$ cat config.mk
export PLATFORM = sky130hd
export DESIGN_NAME = ebv_angle_prep
export DESIGN_NICKNAME = d
export VERILOG_FILES = /design/src/rtl/ebv_pkg.sv /design/src/rtl/ebv_angle_prep.sv
export SDC_FILE = /design/constraint.sdc
export NUM_CORES = 1
export LEC_CHECK = 0
export ABC_AREA = 1
export BUFFER_PORTS_ARGS = -buffer_cell sky130_fd_sc_hd__buf_2
export CAP_MARGIN = 20
export CORE_ASPECT_RATIO = 1.4
export CORE_UTILIZATION = 30
export CTS_BUF_LIST = sky130_fd_sc_hd__clkbuf_8
export DETAILED_ROUTE_END_ITERATION = 8
export SETUP_SLACK_MARGIN = 0.15
export SLEW_MARGIN = 20
export SYNTH_ARGS = -nofsm -noshare
export SYNTH_HDL_FRONTEND = slang
export SYNTH_SLANG_ARGS = --single-unit
$ cat constraint.sdc
create_clock -name clk -period 10.37 [get_ports clk]
set_input_delay 0 -clock clk [delete_from_list [all_inputs] [get_ports clk]]
set_output_delay 0 -clock clk [all_outputs]
set_load 0.02 [all_outputs]
$ cat src/rtl/ebv_pkg.sv
// ebv_pkg: item types, CORDIC constants and fixed-point helpers shared by
// the orientation pipeline. No dependencies.
package ebv_pkg;

	typedef struct packed {
		logic signed [15:0] pitch;
		logic signed [15:0] yaw;
		logic signed [15:0] roll;
	} angles_t;

	typedef struct packed {
		logic signed [15:0] forward_x;
		logic signed [15:0] forward_y;
		logic signed [15:0] forward_z;
		logic signed [15:0] right_x;
		logic signed [15:0] right_y;
		logic signed [15:0] right_z;
		logic signed [15:0] up_x;
		logic signed [15:0] up_y;
		logic signed [15:0] up_z;
	} basis_t;

	// one CORDIC lane: Q30 x/y, binary-angle z, pending sign flip
	typedef struct packed {
		logic signed [31:0] x;
		logic signed [31:0] y;
		logic signed [31:0] z;
		logic               neg;
	} cordic_t;

	localparam int MAX_STAGES = 32;
	localparam logic signed [31:0] GAIN_Q30 = 32'sd652032874;
	localparam int DEG360_Q6 = 23040;
	localparam int FRAC_ROWS = 45;
	// floor(r * 2^16 / 45) from below; error under one
	localparam logic [10:0] RECIP45 = 11'd1456;

	typedef logic signed [31:0] atan_tbl_t [MAX_STAGES];
	localparam atan_tbl_t ATAN_TBL = '{
		32'sd536870912, 32'sd316933406, 32'sd167458907, 32'sd85004756,
		32'sd42667331, 32'sd21354465, 32'sd10679838, 32'sd5340245,
		32'sd2670163, 32'sd1335087, 32'sd667544, 32'sd333772,
		32'sd166886, 32'sd83443, 32'sd41722, 32'sd20861,
		32'sd10430, 32'sd5215, 32'sd2608, 32'sd1304,
		32'sd652, 32'sd326, 32'sd163, 32'sd81,
		32'sd41, 32'sd20, 32'sd10, 32'sd5,
		32'sd3, 32'sd1, 32'sd1, 32'sd0
	};

	// low 23 bits of the binary angle for remainder rem of r / 45
	typedef logic [22:0] frac_tbl_t [FRAC_ROWS];

	function automatic frac_tbl_t build_frac_tbl();
		frac_tbl_t t;
		for (int i = 0; i < FRAC_ROWS; i++) begin
			t[i] = 23'((longint'(i) * 64'sd8388608 + 64'sd22) / 45);
		end
		return t;
	endfunction

	// Q30 x Q30, rounded half up to Q30
	function automatic logic signed [31:0] qmul(input logic signed [31:0] a,
			input logic signed [31:0] b);
		logic signed [63:0] p;
		p = 64'(a) * 64'(b) + 64'sd536870912;
		return p[61:30];
	endfunction

endpackage

$ cat src/rtl/ebv_angle_prep.sv
// ebv_angle_prep: two-stage wrap of a Q10.6 degree angle to a folded binary
// angle ready for the CORDIC row. Uses ebv_pkg.
module ebv_angle_prep (
	input  logic                 clk,
	input  logic                 en_s1,
	input  logic                 en_s2,
	input  logic signed [15:0]   angle,
	output ebv_pkg::cordic_t     lane
);
	import ebv_pkg::*;

	localparam frac_tbl_t FRAC_TBL = build_frac_tbl();

	logic signed [16:0] a_ext;
	logic [14:0]        r_wrap;
	logic [25:0]        q_prod;
	logic [14:0]        r_s1;
	logic [8:0]         q0_s1;
	logic [15:0]        rem0;
	logic [8:0]         q_fix;
	logic [5:0]         rem;
	logic signed [32:0] z_ext;
	logic signed [32:0] z_fold;
	logic               neg;

	always_comb begin
		a_ext = 17'(angle);
		if (a_ext < 0) begin
			if (a_ext + 17'sd23040 < 0) begin
				r_wrap = 15'(a_ext + 17'sd46080);
			end else begin
				r_wrap = 15'(a_ext + 17'sd23040);
			end
		end else if (a_ext >= 17'sd23040) begin
			r_wrap = 15'(a_ext - 17'sd23040);
		end else begin
			r_wrap = 15'(a_ext);
		end
		q_prod = 26'(r_wrap) * 26'(RECIP45);
	end

	always_ff @(posedge clk) begin
		if (en_s1) begin
			r_s1  <= r_wrap;
			q0_s1 <= q_prod[24:16];
		end
	end

	always_comb begin
		rem0 = 16'(r_s1) - 16'(q0_s1) * 16'd45;
		if (rem0 >= 16'd45) begin
			q_fix = q0_s1 + 9'd1;
			rem   = 6'(rem0 - 16'd45);
		end else begin
			q_fix = q0_s1;
			rem   = 6'(rem0);
		end
		z_ext = 33'(signed'({q_fix, FRAC_TBL[rem]}));
		// beyond +/-90 deg: turn by 180 deg, flip sin/cos afterwards
		if (z_ext > 33'sd1073741824) begin
			z_fold = z_ext - 33'sd2147483648;
			neg    = 1'b1;
		end else if (z_ext < -33'sd1073741824) begin
			z_fold = z_ext + 33'sd2147483648;
			neg    = 1'b1;
		end else begin
			z_fold = z_ext;
			neg    = 1'b0;
		end
	end

	always_ff @(posedge clk) begin
		if (en_s2) begin
			lane.x   <= GAIN_Q30;
			lane.y   <= '0;
			lane.z   <= z_fold[31:0];
			lane.neg <= neg;
		end
	end

endmodule

# Word level (Yosys, flattened, before mapping)
# Memories as Yosys holds them, arrays and structs flattened.
# Index checks and enable logic that the tools add are counted.
# classes
n_bitwise	1
n_mul	2
n_addsub	9
order_cmp	7
muxes	10
# op_table
operator	n
32-bit 2-to-1 mux	2
23-bit 2-to-1 mux	2
15-bit 2-to-1 mux	3
32-bit adder (second input constant)	1
32-bit > comparator (second input constant)	1
32-bit by 31-bit less-than comparator with 1-bit output (second input constant)	1
32-bit subtractor (second input constant)	1
15-bit adder (second input constant)	2
15-bit by 7-bit multiplier with 21-bit output (second input constant)	1
16-bit by 16-bit adder with 17-bit output (second input constant)	1
17-bit by 1-bit less-than comparator with 1-bit output (second input constant)	1
16-bit greater-or-equal comparator (second input constant)	1
16-bit by 6-bit greater-or-equal comparator with 1-bit output (second input constant)	1
16-bit by 1-bit less-than comparator with 1-bit output (second input constant)	1
15-bit by 15-bit subtractor with 16-bit output	1
9-bit by 6-bit multiplier with 15-bit output (second input constant)	1
15-bit subtractor (second input constant)	1
9-bit by 1-bit adder with 9-bit output (second input constant)	1
9-bit 2-to-1 mux	1
7-bit greater-or-equal comparator (second input constant)	1
6-bit NOT with 7-bit output	1
6-bit 2-to-1 mux	1
6-bit subtractor (second input constant)	1
1-bit 2-to-1 mux	1
# word_totals
regBits	57
out_inout_bits	97
word_cells	34
memories	1
romBits	1472
# memory_table
memory	depth	width	read_ports	rd_ports_with_merged_regs	wr	line	text
(no name shown)	64	23	1	0	0	ebv_angle_prep.sv:58	z_ext = 33'(signed'({q_fix, FRAC_TBL[rem]}));

# Logic depth before layout (Yosys ltp)
# logic_depth
depth_word	11
depth_mapped	36
depth_no_buf	35

# Worst setup path after synthesis
# OpenSTA, ideal clock, no wires.
# synth_timing
kind	reg-to-reg
start	register q0_s1[6]
end	register lane[32] (netlist bit), data pin
stages_incl_launch_ff	35
period_less_slack_ns	5.424
path_slack_ns	4.946
setup_time_ns	0.263
t_required_ns	10.107
t_arrival_ns	5.161
path_cell_list	edfxtp_1 > ha_1 > inv_1 > fa_1 > inv_1 > fa_1 > fa_1 > inv_1 > ha_1 > nand2_1 > nand2_1 > nand2_1 > nand2_1 > a21oi_1 > nand2_1 > nand2_1 > nand3_2 > nor2_4 > nand3_2 > buf_6 > nand2_1 > nand2_1 > ha_1 > inv_1 > nand3_1 > nand3_1 > nand2_1 > nand2_1 > nand2_1 > nor2_1 > nand3_1 > nor2_1 > nand2_1 > nor2_2 > nor2_1
# synth_between
elab_chain_cells	11
elab_cells_between_ends	16
classes_between	add/sub: 4; mul: 1; order compare: 3; mux: 6; bitwise: 1; memory: 1
# synth_rtl
item	line	text
start, declared	ebv_angle_prep.sv:18	logic [8:0] q0_s1;
start signal, assigned	ebv_angle_prep.sv:45	q0_s1 <= q_prod[24:16];
9-bit by 6-bit multiplier with 15-bit output *	ebv_angle_prep.sv:50	rem0 = 16'(r_s1) - 16'(q0_s1) * 16'd45;
15-bit by 15-bit subtractor with 16-bit output *	ebv_angle_prep.sv:50	
16-bit by 6-bit greater-or-equal comparator with 1-bit output *	ebv_angle_prep.sv:51	if (rem0 >= 16'd45) begin
6-bit 2-to-1 mux *	ebv_angle_prep.sv:51	
6-bit NOT with 7-bit output (implied by the code) *	ebv_angle_prep.sv:58	
memory 64 x 23 bit *	--	
23-bit 2-to-1 mux (implied by the code) * (2 in a row)	ebv_angle_prep.sv:58	
via z_ext[14]	ebv_angle_prep.sv:22	logic signed [32:0] z_ext;
32-bit adder or 32-bit by 31-bit less-than comparator with 1-bit output (tied branches)	ebv_angle_prep.sv:64, ebv_angle_prep.sv:63	
32-bit 2-to-1 mux	ebv_angle_prep.sv:63	end else if (z_ext < -33'sd1073741824) begin
32-bit 2-to-1 mux *	ebv_angle_prep.sv:60	if (z_ext > 33'sd1073741824) begin
via z_fold[31]	ebv_angle_prep.sv:23	logic signed [32:0] z_fold;
end, declared	ebv_angle_prep.sv:8	output ebv_pkg::cordic_t lane
# The timed path passes the listed nets; every way through them passes the cells marked *. The select of a mux whose other input is x is not followed.
# A chain may end at the register's enable or synchronous reset.

# Final worst setup path
# Ends and elaborated chain as after synthesis.

==> summary.txt <==
Clocking
  – CTS buffer count: 5
  – Clock buffer depth: 2
  – Setup Buffers After CTS: 0
  – H-Tree Depth: 2
  – Hold bufs inserted after CTS: 9
  – Clock transition at path regs: 0.10 ns
  – Cts repair resizes: 0
  – Root Driver: clkbuf_8
  – TritonCTS clock tree: built
  – Skew-Pair Late Insertion Delay: 0.32 ns
  – Sink Count: 51

Drt
  – Vias/cell: around 4.4
  – Mean routed wirelength per cell: 11.83 um
  – Routed Antenna Nets: 0
  – 1st-pass router iterations: 5
  – Final wirelength: ~16 mm
  – DRT iter0 DRCs: approximately 250
  – Vias: around 5800
  – Drt drc: 0

STA
  – Post-route minimum period: about 6.5 ns
  – Fin crit share: 62.24%
  – Max Slew Vio Count: 0
  – Slew @ Worst Pin: approximately 0.64 ns
  – Slew headroom: approximately 57%
  – Fin Setup TNS: 0 ns
  – RSZ-0062 raised after global routing: no
  – Max Fclk: around 0.15 GHz
  – Min Hold Slack: around 0.19 ns
  – Setup violations, final: 0
  – Final setup skew: roughly 0.011 ns
  – Fin. Hold Viols: 0

Logic synthesis
  – Sequential share of the synthesized area: roughly a fifth
  – Post-Syn Instances: between 900 and 1000
  – Post-synth EDFFs: ~50
  – Post-synthesis register bit count: 51
  – Syn. warnings: 0
  – Mapped Avg Cell Area: between 7 and 8 um^2
  – Area of the mapped netlist: 7481 um^2
  – Fraction of registers with async set/reset: 0%
  – Post-synthesis cell type count: 40
  – Most common flop cell mapped by yosys: edfxtp_1

Critical path
  – Arrival time worst endpoint: between 6 and 7 ns
  – Critical Path Max Stage Delay: 0.52 ns
  – Worst r2r src: q0_s1[6]
  – Worst setup path start: q0_s1[6]
  – Maximum net fanout on the critical path: 21
  – Worst R2R Setup Slack: roughly 4 ns
  – Critical path type: register to register
  – Worst path depth: 32
  – R2r endpoint: lane[32]
  – CP most frequent cell: nand2_1
  – Slowest stage cell on the critical path: fa_1
  – Buf/Inv on CP: 5
  – Critical Path RT: 10.43 ns
  – Crit path to: lane[32]
  – Critical path's top delay family: adder cells
  – CP endpoint kind: register
  – R2R depth: 32
  – Crit path launch type: register

Layout
  – Layout cell share with drive strength beyond 1: 8.566%
  – Final nets: between 1000 and 1500
  – Antenna cells: 0
  – Area of the multi-input gates: between 4000 and 5000 um^2
  – Layout fillers: roughly 2600
  – Syn-to-layout area delta: 6.088%
  – Sequential cell area: 1531 um^2

Floorplanning
  – I/O pin count: between 100 and 150
  – Die width: between 100 and 150 um
  – CORE AREA: 24590 um^2
  – Num rows: a little under 70
  – Die Footprint: about 26000 um^2
  – Starting density of the core: between 30% and 40%
  – Die height: 188.8 um

Global routing
  – Vias in the first global route: around 5700
  – First-pass GRT wire length: between 20 and 30 mm
  – Initial antenna violation count: 0
  – Largest net degree at the start of global routing: 28
  – Total Routing Usage GR: between 10 and 15%
  – Grt ovf: 0

Placement
  – GP Congestion: around 0.93
  – IO Port Bufs: approximately 50
  – Post-DP HPWL: between 10 and 15 mm

Min path
  – Min-Delay Path Class: primary input to register

Run status
  – Status: completed

Run
  – MaxCap Viol Count: 0
-- flip-flops by register name, summed over array words and instances (netlist names) --
name	flops
r_s1	15
q0_s1	9
lane	27
-- stage by stage --
stage                     instances  area, um^2  utilization, %  worst slack (ns)
after floorplan                1014        7714               -             4.946
after global placement         1302        7761           31.56             3.993
after detailed placement       1302        7761           31.56             3.946
after CTS                      1319        7936           32.28             3.934
after global routing           1319        7936           32.28             3.467
final                          1319        7936           32.28             3.915
-- metal layers --
| layer | share of wire, % | vias up | GRT usage (%) | wire length (um) |
|---|---|---|---|---|
| met3 | 3.4 | 21 | 1.722 | 526 |
| met2 | 54 | 157 | 25.27 | 8408 |
| met4 | 2.0 | 0 | 3.630 | 318 |
| met5 | 0 | - | 0 | 0 |
| li1 | - | 2970 | - | - |
| met1 | 41 | 2665 | 13.84 | 6352 |
-- placed cells by master (no fill, tap or decap), types with 3 or more instances in the layout --
master / instances
nand2_1: 202
inv_1: 191
ha_1: 98
nor2_1: 65
conb_1: 64
nand3_1: 54
fa_1: 51
buf_2: 51
edfxtp_1: 51
a21oi_1: 34
xor2_1: 21
o21ai_0: 16
xnor2_1: 13
nand2_2: 9
dlygate4sd3_1: 9
o211ai_1: 8
nand4_1: 7
nand3b_1: 7
nor3_1: 5
o21ai_1: 5
clkbuf_8: 5
nand3_2: 4
inv_2: 4
a22oi_1: 4
a31oi_1: 3
o21a_1: 3
a21oi_2: 3
nor2_4: 3
-- cells in the mapped netlist (2+ instances only) --
library cell / count / area share, %
nor2_1: 65 / 3.3
buf_4: 72 / 7.2
nand2_2: 9 / 0.75
xor2_1: 21 / 2.5
o21a_1: 3 / 0.30
a31oi_1: 3 / 0.25
ha_1: 98 / 16
nand3_1: 54 / 3.6
xnor2_1: 13 / 1.5
inv_1: 190 / 9.5
nor3_1: 5 / 0.33
edfxtp_1: 51 / 20
a21oi_1: 34 / 2.3
inv_2: 4 / 0.20
fa_1: 51 / 14
nand3b_1: 7 / 0.70
o211ai_1: 8 / 0.80
o21ai_0: 16 / 1.1
nand4_1: 7 / 0.59
buf_6: 5 / 0.75
nor2_4: 3 / 0.45
o21ai_1: 5 / 0.33
a21oi_2: 3 / 0.35
nand2_1: 202 / 10
a22oi_1: 4 / 0.40
conb_1: 2 / 0.10
nand3_2: 4 / 0.54
-- worst reg2reg max path: cells and delay by family (launching register included) --
kind / cells / cell delay (ns)
and+or+nand+nor: 19 / 2.29
DFF: 1 / 0.50
adders and majority gates: 6 / 2.65
AOI/OAI and AO/OA: 2 / 0.45
buffers and inverters: 5 / 0.29
-- kinds of logic after synthesis --
family	Yosys count	synth area share, %
simple gates	360	20.77
buf+inv	273	17.86
fa+ha+maj	150	30.17
compound gates	81	6.423
flops	51	20.47
xor+xnor	35	4.198
other cells	2	0.1004
-- layout make-up --
class | count | share of cell area [%]
inverters | 195 | 9.254
flip-flops and latches | 51 | 19.30
multi-input cells | 690 | 61.06
well taps | 315 | 4.966
repair buffers | 60 | 4.351
clock inverters | 3 | 0.2050
clock buffers | 5 | 0.8671
-- worst min path at each step --
stage / startpoint / end / slack, ns / depth (start not counted)
floorplan: angle[0] / r_s1[0] / 0.1 / 0
global placement: angle[0] / r_s1[0] / 0.25 / 1
detailed placement: angle[5] / r_s1[5] / 0.26 / 1
global route: en_s1 / r_s1[9] / 0.19 / 1
finish: en_s1 / r_s1[9] / 0.19 / 1
CTS: en_s1 / r_s1[9] / 0.17 / 1
Power is not shown: default switching activity piles up to over one toggle a cycle in this logic, so the estimate is an artifact.
