--- src/rtl/ebv_pkg.sv ---
// ebv_pkg: item types, CORDIC constants and fixed-point helpers shared by
// the orientation pipeline. No dependencies.
package ebv_pkg;

	typedef struct packed {
		logic signed [15:0] pitch;
		logic signed [15:0] yaw;
		logic signed [15:0] roll;
	} angles_t;

	typedef struct packed {
		logic signed [15:0] forward_x;
		logic signed [15:0] forward_y;
		logic signed [15:0] forward_z;
		logic signed [15:0] right_x;
		logic signed [15:0] right_y;
		logic signed [15:0] right_z;
		logic signed [15:0] up_x;
		logic signed [15:0] up_y;
		logic signed [15:0] up_z;
	} basis_t;

	// one CORDIC lane: Q30 x/y, binary-angle z, pending sign flip
	typedef struct packed {
		logic signed [31:0] x;
		logic signed [31:0] y;
		logic signed [31:0] z;
		logic               neg;
	} cordic_t;

	localparam int MAX_STAGES = 32;
	localparam logic signed [31:0] GAIN_Q30 = 32'sd652032874;
	localparam int DEG360_Q6 = 23040;
	localparam int FRAC_ROWS = 45;
	// floor(r * 2^16 / 45) from below; error under one
	localparam logic [10:0] RECIP45 = 11'd1456;

	typedef logic signed [31:0] atan_tbl_t [MAX_STAGES];
	localparam atan_tbl_t ATAN_TBL = '{
		32'sd536870912, 32'sd316933406, 32'sd167458907, 32'sd85004756,
		32'sd42667331, 32'sd21354465, 32'sd10679838, 32'sd5340245,
		32'sd2670163, 32'sd1335087, 32'sd667544, 32'sd333772,
		32'sd166886, 32'sd83443, 32'sd41722, 32'sd20861,
		32'sd10430, 32'sd5215, 32'sd2608, 32'sd1304,
		32'sd652, 32'sd326, 32'sd163, 32'sd81,
		32'sd41, 32'sd20, 32'sd10, 32'sd5,
		32'sd3, 32'sd1, 32'sd1, 32'sd0
	};

	// low 23 bits of the binary angle for remainder rem of r / 45
	typedef logic [22:0] frac_tbl_t [FRAC_ROWS];

	function automatic frac_tbl_t build_frac_tbl();
		frac_tbl_t t;
		for (int i = 0; i < FRAC_ROWS; i++) begin
			t[i] = 23'((longint'(i) * 64'sd8388608 + 64'sd22) / 45);
		end
		return t;
	endfunction

	// Q30 x Q30, rounded half up to Q30
	function automatic logic signed [31:0] qmul(input logic signed [31:0] a,
			input logic signed [31:0] b);
		logic signed [63:0] p;
		p = 64'(a) * 64'(b) + 64'sd536870912;
		return p[61:30];
	endfunction

endpackage

--- src/rtl/ebv_cordic_cell.sv ---
// ebv_cordic_cell: one rotation-mode CORDIC micro-rotation with its output
// register. Uses ebv_pkg.
module ebv_cordic_cell #(
	parameter int STAGE = 0
) (
	input  logic             clk,
	input  logic             en,
	input  ebv_pkg::cordic_t lane_in,
	output ebv_pkg::cordic_t lane_out
);
	import ebv_pkg::*;

	logic signed [31:0] dx;
	logic signed [31:0] dy;

	assign dx = lane_in.y >>> STAGE;
	assign dy = lane_in.x >>> STAGE;

	always_ff @(posedge clk) begin
		if (en) begin
			lane_out.neg <= lane_in.neg;
			if (lane_in.z >= 0) begin
				lane_out.x <= lane_in.x - dx;
				lane_out.y <= lane_in.y + dy;
				lane_out.z <= lane_in.z - ATAN_TBL[STAGE];
			end else begin
				lane_out.x <= lane_in.x + dx;
				lane_out.y <= lane_in.y - dy;
				lane_out.z <= lane_in.z + ATAN_TBL[STAGE];
			end
		end
	end

endmodule

--- config.mk ---
export PLATFORM = sky130hd
export DESIGN_NAME = ebv_cordic_cell
export DESIGN_NICKNAME = d
export VERILOG_FILES = /design/src/rtl/ebv_pkg.sv /design/src/rtl/ebv_cordic_cell.sv
export SDC_FILE = /design/constraint.sdc
export NUM_CORES = 1
export LEC_CHECK = 0
export ABC_CLOCK_PERIOD_IN_PS = 2600
export BUFFER_PORTS_ARGS = -buffer_cell sky130_fd_sc_hd__buf_4
export CORE_MARGIN = 1.5
export CORE_UTILIZATION = 35
export CTS_BUF_LIST = sky130_fd_sc_hd__clkbuf_8
export CTS_CLUSTER_DIAMETER = 40
export DETAILED_ROUTE_END_ITERATION = 12
export MAX_ROUTING_LAYER = met4
export PLACE_DENSITY = 0.69
export SLEW_MARGIN = 20
export SYNTH_ARGS = -nofsm -noshare
export SYNTH_HDL_FRONTEND = slang
export SYNTH_SLANG_ARGS = --single-unit
--- constraint.sdc ---
create_clock -name clk -period 2.6 [get_ports clk]
set_input_delay 0.39 -clock clk [delete_from_list [all_inputs] [get_ports clk]]
set_output_delay 0.39 -clock clk [all_outputs]
set_load 0.01 [all_outputs]
== Word-level counts from Yosys, hierarchy flattened ==
Cells that the tools add are included.
Word-level totals
  logic and storage cells: 11
  ROM bits: 0
  memories: 0
  bits in latches: 0
  output and inout bits: 97
  bits in registers: 97
  bits in writable memories: 0
Cells by class
  $mul: 0
  reductions and logical operators: 0
  shift operators: 0
  mux-type cells: 1
  magnitude comparators: 1
  bitwise gates (word level): 0
  equal/unequal tests: 0
  divide/modulo/power cells: 0
  add/subtract/negate cells: 5
Operator list (number)
  $mux 96: 1
  $sub 32x32->32: 2
  $add 32x31->32 const B: 1
  $add 32x32->32: 1
  $ge 32x1->1 const B: 1
  $sub 32x31->32 const B: 1

== Depth between registers and ports, before layout ==
Gate-level depths: netlist of the first run.
  depth after elaboration: 2
  mapped depth: 12
  mapped depth without buffers: 11

== Worst setup path after synthesis of the first run ==
Ideal clock, no wire load.
  path type: input port to flip-flop
  from: in lane_in[53] (netlist name)
  to: reg lane_out[61] (netlist name), data pin
  library setup time: 0.261 ns
  arrival: 2.606 ns
  setup slack: -0.267 ns
  stages on the path: 10
  buffers on the path: 0
  cell sequence: inv_1 -> ha_1 -> or4_1 -> or3_1 -> nand2b_1 -> a211oi_1 -> nor3_1 -> a31oi_2 -> nand2_1 -> a221o_1
Between the ends
  cells in the longest elaborated chain, start to end: 2
Ends and longest elaborated chain
  start, declared: RTL line ebv_cordic_cell.sv:8  | input ebv_pkg::cordic_t lane_in,
  $sub 32x32->32 or $add 32x32->32 (tied branches): RTL line ebv_cordic_cell.sv:28, ebv_cordic_cell.sv:24
  $mux 96 (*): RTL line ebv_cordic_cell.sv:22  | if (lane_in.z >= 0) begin
  end, declared: RTL line ebv_cordic_cell.sv:9  | output ebv_pkg::cordic_t lane_out
Mark *: on every way between the ends. The rest lies on a longest branch, timed or not.
A chain may end at the register's enable or synchronous reset.

== Worst setup path in the final report of the first run ==
Same ends and word-level chain as after synthesis.

==> results of run 1 <==
## power by group through the flow
| stage | Clock [uW] | Combinational (uW) | Sequential (uW) |
|---|---|---|---|
| 2_1_floorplan | 0 | 1110 | 2200 |
| 3_3_place_gp | 0 | 2600 | 2090 |
| 3_5_place_dp | 0 | 2610 | 2100 |
| 4_1_cts | 1060 | 2650 | 2060 |
| 5_1_grt | 1100 | 2960 | 2080 |
| 6_report | 1030 | 2760 | 2060 |
## worst max path at each step
stage           startpoint                endpoint
2_1_floorplan  lane_in[35]  lane_out[61]$_DFFE_PP_
3_3_place_gp   lane_in[33]  lane_out[95]$_DFFE_PP_
3_5_place_dp   lane_in[33]  lane_out[61]$_DFFE_PP_
4_1_cts        lane_in[33]  lane_out[61]$_DFFE_PP_
5_1_grt        lane_in[53]  lane_out[61]$_DFFE_PP_
6_report       lane_in[53]  lane_out[61]$_DFFE_PP_
## cell families (layout without fill, tap and decap cells)
| logic type | after synthesis | in the layout | synth area share |
|---|---|---|---|
| AO/OA/AOI/OAI | 312 | 312 | 0.234 |
| AND/OR/NAND/NOR | 236 | 236 | 0.136 |
| buffers and inverters | 146 | 589 | 0.0664 |
| adder cells (fa/ha/maj) | 107 | 107 | 0.159 |
| flip-flops | 96 | 96 | 0.334 |
| XOR/XNOR | 58 | 58 | 0.0589 |
| multiplexers | 11 | 11 | 0.0128 |
## timing repair
| item | CTS | global route |
|---|---|---|
| resized for setup | 15 | 80 |
| endpoints found under the setup margin | 10 | 27 |
| setup buffers | 1 | 8 |
| pin swaps | 6 | 30 |
## stage by stage
step	worst slack, ns	power (uW)	cell area [um2]
2_1_floorplan	-0.115	3310	8820
3_3_place_gp	-0.527	4690	12600
3_5_place_dp	-0.527	4710	12600
4_1_cts	0.00294	5770	12800
5_1_grt	-0.101	6140	13200
6_report	-0.0616	5840	13200
## metal layers
layer	wire [um]	up-vias
met5	0	-
met4	279	0
met3	2030	18
met2	13700	357
met1	14200	4224
li1	-	4355
## final cells by class
cell class              count  area, um2
clock buffers               9        124
inverters                 101        399
repair buffers            472       3600
multi-input cells         724       5720
well taps                 324        405
flip-flops and latches     96       2880
clock inverters             7       78.8
fillers                  2206      11000
## layout by cell type (no fill, tap or decap), types with 5 or more instances in the layout
cell type	n
xor2_1	7
a21o_1	17
nor2b_1	12
nand2_1	47
buf_6	8
and2_1	6
xnor2_1	51
buf_4	462
a21oi_1	91
o211ai_1	9
o21ai_1	11
a21oi_2	11
nand2b_1	6
inv_4	6
mux2i_1	11
clkbuf_8	9
edfxtp_1	96
o21ai_0	55
nor2_1	78
nor4_1	8
o21bai_1	16
o21a_1	10
nand3_1	15
inv_1	92
nor3_1	12
a31oi_1	13
nand4_1	9
ha_4	13
o31a_1	6
ha_1	83
ha_2	7
o31ai_1	5
==> flow_metrics.tcl, run 1 <==
set metrics [dict create \
    relSlewSlack 0.607 \
    hp-start "lane_in[20]" \
    die_area_um2 25600 \
    area_growth_pct 53.0 \
    hold_end "lane_out[20]$_DFFE_PP_" \
    max_freq_ghz 0.376 \
    met3_usage 0.0270 \
    grt-ovfl-total 0 \
    synth_top_area_frac 0.334 \
    utilization 0.545 \
    rows 57 \
    port_buffers 195 \
    synthCells 966 \
    synth_edf_count 96 \
    sw_frac_of_total 0.362 \
    initial_utilization 0.356 \
    power_frac_clock 0.176 \
    root_buffer "clkbuf_8" \
    gp_congestion 0.963 \
    comb_power_share 0.472 \
    status "complete, but fails checks" \
    fin_crit_sh 1.02 \
    max-cap-violations 0 \
    setup_viol 1 \
    largest-register "lane_out" \
    syn_area_um2 8630 \
    ctsHtreeMaxLevel 3 \
    synth_commonest_cells "a21oi_1, ha_1, inv_1, edfxtp_1, nor2_1" \
    postRouteAntennaNets 0 \
    violations "negative setup slack" \
    grt_pass1_vias 8694 \
    crit_type "in -> reg" \
    fp.dieH_um 160 \
    end_kind "register" \
    diodes 0 \
    cts_buffer_depth 2 \
    numCtsBuffers 9 \
    grt_pass1_wl_mm 47.0 \
    rsz0062_at_grt "yes" \
    final_cell_count_no_fill 1733 \
    grt.busiest_layer "met2" \
    num_vias 8954 \
    critical_path.slowest_cell "or4_4" \
    hold_path_class "in -> reg" \
    largest_register_ffs 96 \
    clkTransAtPathRegs_ns 0.11 \
    ys_seq_area_frac 0.334 \
    dp_hpwl_mm 24.9 \
    whs_ns 0.181 \
    nNetsFinal 1610 \
    synth.area.top_cells "edfxtp_1, ha_1, a21oi_1" \
    die_w_um 160 \
    cp.required_ns 2.73 \
    critical-path-top-delay-family "simple AND/OR/NAND/NOR gates" \
    drive_gt1_frac 0.414 \
    largest_registers "lane_out (96)" \
    min_period_ns 2.66 \
    power_density_nw_per_um2 442 \
    drt-pass1-iter-count 5 \
    worst_ep_arrival_time_ns 2.79 \
    drtIter0Drc 838 \
    hold_buffers 0 \
    cts_tree "done" \
    synthesis.nets 1172 \
    critPathMaxStageDelay_ns 0.55 \
    synth_area_per_cell_um2 8.93 \
    dp.cells 1712 \
    globalRouteTotalUtil 0.238 \
    crit_path_max_fanout 3 \
    worst_slack_ns -0.0616 \
    switchingPower_uw 2120 \
    holdPathStages 1 \
    yosys.cell_types.count 77 \
    yosys.cell_count.top_type "a21oi_1" \
    core_um2 24200 \
    met1_usage 0.336 \
    grtUsageMet2 0.373 \
    path_cells "buf_6, inv_4, ha_4, or4_4, or3_4, nand2b_4, a211oi_4, nor3_4, a31oi_4, nand2_1, a221o_1" \
    p_seq_frac 0.352 \
    antenna_found_initial 0 \
    post_drt_via_cell_ratio 5.17 \
    totalWireLength_mm 30.2 \
    intPower_uw 3730 \
    cp_num_buf_inv 2 \
    drc_errors 0 \
    finalHoldViolCount 0 \
    ys_async_sr_fraction 0 \
    cts_sinks 96 \
    ir_worst_vdd_mv 0.248 \
    maxSlewViolCount 0 \
    max_slew.worst_pin.slew_ns 0.575 \
    synth-main-ff-cell "edfxtp_1" \
    detail_route.wl_per_cell_um 17.5 \
    io_pins 196 \
    grt_start_max_net_pins 82 \
    p_leak_uw 0.00596 \
    critPathLaunchType "primary input" \
    setup_tns_ns -0.0616 \
    yosys_register_bits 96 \
    synth_top_cell_by_area "edfxtp_1" \
    crit_cells 11 \
    synth_warnings 0 \
]
Note: power is estimated with default switching activity, not from simulation.
==> run 2, diff against run 1 <==
Settings changed: GPL_TIMING_DRIVEN set to 0, REMOVE_ABC_BUFFERS set to 1, SLEW_MARGIN 20 to unset.
==> flow_metrics.tcl, run 2 (same netlist as run 1, synthesis figures left out) <==
set metrics [dict create \
    hold_end "lane_out[24]$_DFFE_PP_" \
    largest_register_ffs 96 \
    placed_cell_area_um2 10300 \
    fp.dieH_um 160 \
    max-cap-violations 0 \
    end_kind "register" \
    cts_buffer_depth 2 \
    ir_worst_vdd_mv 0.228 \
    drc_errors 0 \
    crit_path_max_fanout 5 \
    totalWireLength_mm 27.9 \
    globalRouteTotalUtil 0.212 \
    fin_area_um2 11800 \
    cts_sinks 96 \
    max_slew.worst_pin.slew_ns 1.22 \
    finalHoldViolCount 0 \
    p_leak_uw 0.00491 \
    power_density_nw_per_um2 463 \
    die_area_um2 25600 \
    holdPathStages 1 \
    grt_start_max_net_pins 97 \
    core_um2 24200 \
    rsz0062_at_grt "yes" \
    rows 57 \
    detail_route.wl_per_cell_um 18.4 \
    critPathLaunchType "primary input" \
    initial_utilization 0.356 \
    gp_congestion 0.937 \
    antenna_found_initial 0 \
    hp-start "lane_in[24]" \
    critical_path.slowest_cell "or4_4" \
    nNetsFinal 1394 \
    clkTransAtPathRegs_ns 0.11 \
    post_drt_via_cell_ratio 5.46 \
    drive_gt1_frac 0.330 \
    area_growth_pct 36.8 \
    routed-wl-met3_mm 2.02 \
    max_freq_ghz 0.373 \
    place_ws_ns -1.26 \
    diodes 0 \
    postRouteAntennaNets 0 \
    largest_registers "lane_out (96)" \
    final_common_cell "buf_4" \
    fillers 2309 \
    fin_crit_sh 1.03 \
    die_w_um 160 \
    drtIter0Drc 721 \
    regArea_um2 2880 \
    maxSlewViolCount 0 \
    cts_tree "done" \
    numCtsBuffers 9 \
    root_buffer "clkbuf_8" \
    status "complete, but fails checks" \
    hold_path_class "in -> reg" \
    m1WireLength_mm 12.5 \
    final_cell_count_no_fill 1517 \
    worst_slack_ns -0.0796 \
    setup_tns_ns -0.138 \
    wl_met2_mm 12.8 \
    cp.required_ns 2.74 \
    grt_pass1_wl_mm 42.1 \
    dr.max_layer_used "met4" \
    worst_ep_arrival_time_ns 2.82 \
    violations "negative setup slack" \
    crit_type "in -> reg" \
    port_buffers 195 \
    grt_pass1_vias 7678 \
    ctsHtreeMaxLevel 3 \
    dp.cells 1441 \
    largest-register "lane_out" \
    critPathMaxStageDelay_ns 0.56 \
    io_pins 196 \
    layout_common_cells "buf_4, edfxtp_1, a21oi_1" \
    setup_viol 3 \
    multi_input_area_um2 5950 \
    path_cells "buf_8, inv_4, ha_4, or4_4, o21ba_4, o32a_1, a31oi_4, o31ai_4, a311o_2, a311oi_2, xor2_1" \
    num_vias 8279 \
    relSlewSlack 0.187 \
    grt-ovfl-total 0 \
    total_power_uw 5470 \
    dp_hpwl_mm 20.5 \
    drt-pass1-iter-count 5 \
    min_period_ns 2.68 \
]
## run 2: how the worst max path moves through the flow
stage                              to   startpoint
2_1_floorplan  lane_out[61]$_DFFE_PP_  lane_in[53]
3_3_place_gp   lane_out[61]$_DFFE_PP_  lane_in[53]
3_5_place_dp   lane_out[61]$_DFFE_PP_  lane_in[56]
4_1_cts        lane_out[61]$_DFFE_PP_  lane_in[56]
5_1_grt        lane_out[64]$_DFFE_PP_  lane_in[42]
6_report       lane_out[64]$_DFFE_PP_  lane_in[42]
## run 2: metal layers
layer / vias up / global-route usage
li1: 3916 / -
met1: 3955 / 0.290
met2: 368 / 0.329
met3: 40 / 0.0270
met4: 0 / 0.0633
met5: - / -
## run 2: worst max-delay path: cells and delay by family
family	cells	cell delay, ns
AO/OA/AOI/OAI	6	1.29
XOR/XNOR	1	0.20
adder cells (fa/ha/maj)	1	0.25
buffers and inverters	2	0.13
AND/OR/NAND/NOR	1	0.56
## run 2: power by group
| part | switching, uW | leakage, uW | total [uW] | internal, uW |
|---|---|---|---|---|
| clock network | 594 | 0.0000903 | 962 | 367 |
| logic | 1340 | 0.00388 | 2450 | 1110 |
| registers | 69.5 | 0.000939 | 2060 | 1990 |
## run 2: through the flow
| step | hold slack, ns | utilization |
|---|---|---|
| 2_1_floorplan | 0.489 | - |
| 3_5_place_dp | 0.569 | 0.426 |
| 4_1_cts | 0.150 | 0.467 |
| 5_1_grt | 0.150 | 0.487 |
| 6_report | 0.173 | 0.487 |
| 3_3_place_gp | 0.568 | 0.425 |
## run 2: repair_timing
action,4_1_cts,5_1_grt
hold buffers,0,0
setup buffers,34,26
pin swaps,33,45
gates resized for setup,101,69
endpoints found under the setup margin,38,34
## run 2: area by class of cell
class | count | area share
repair buffers | 256 | 0.167
clock buffers | 9 | 0.0105
multi-input cells | 724 | 0.504
well taps | 324 | 0.0343
flip-flops and latches | 96 | 0.244
inverters | 101 | 0.0339
clock inverters | 7 | 0.00583
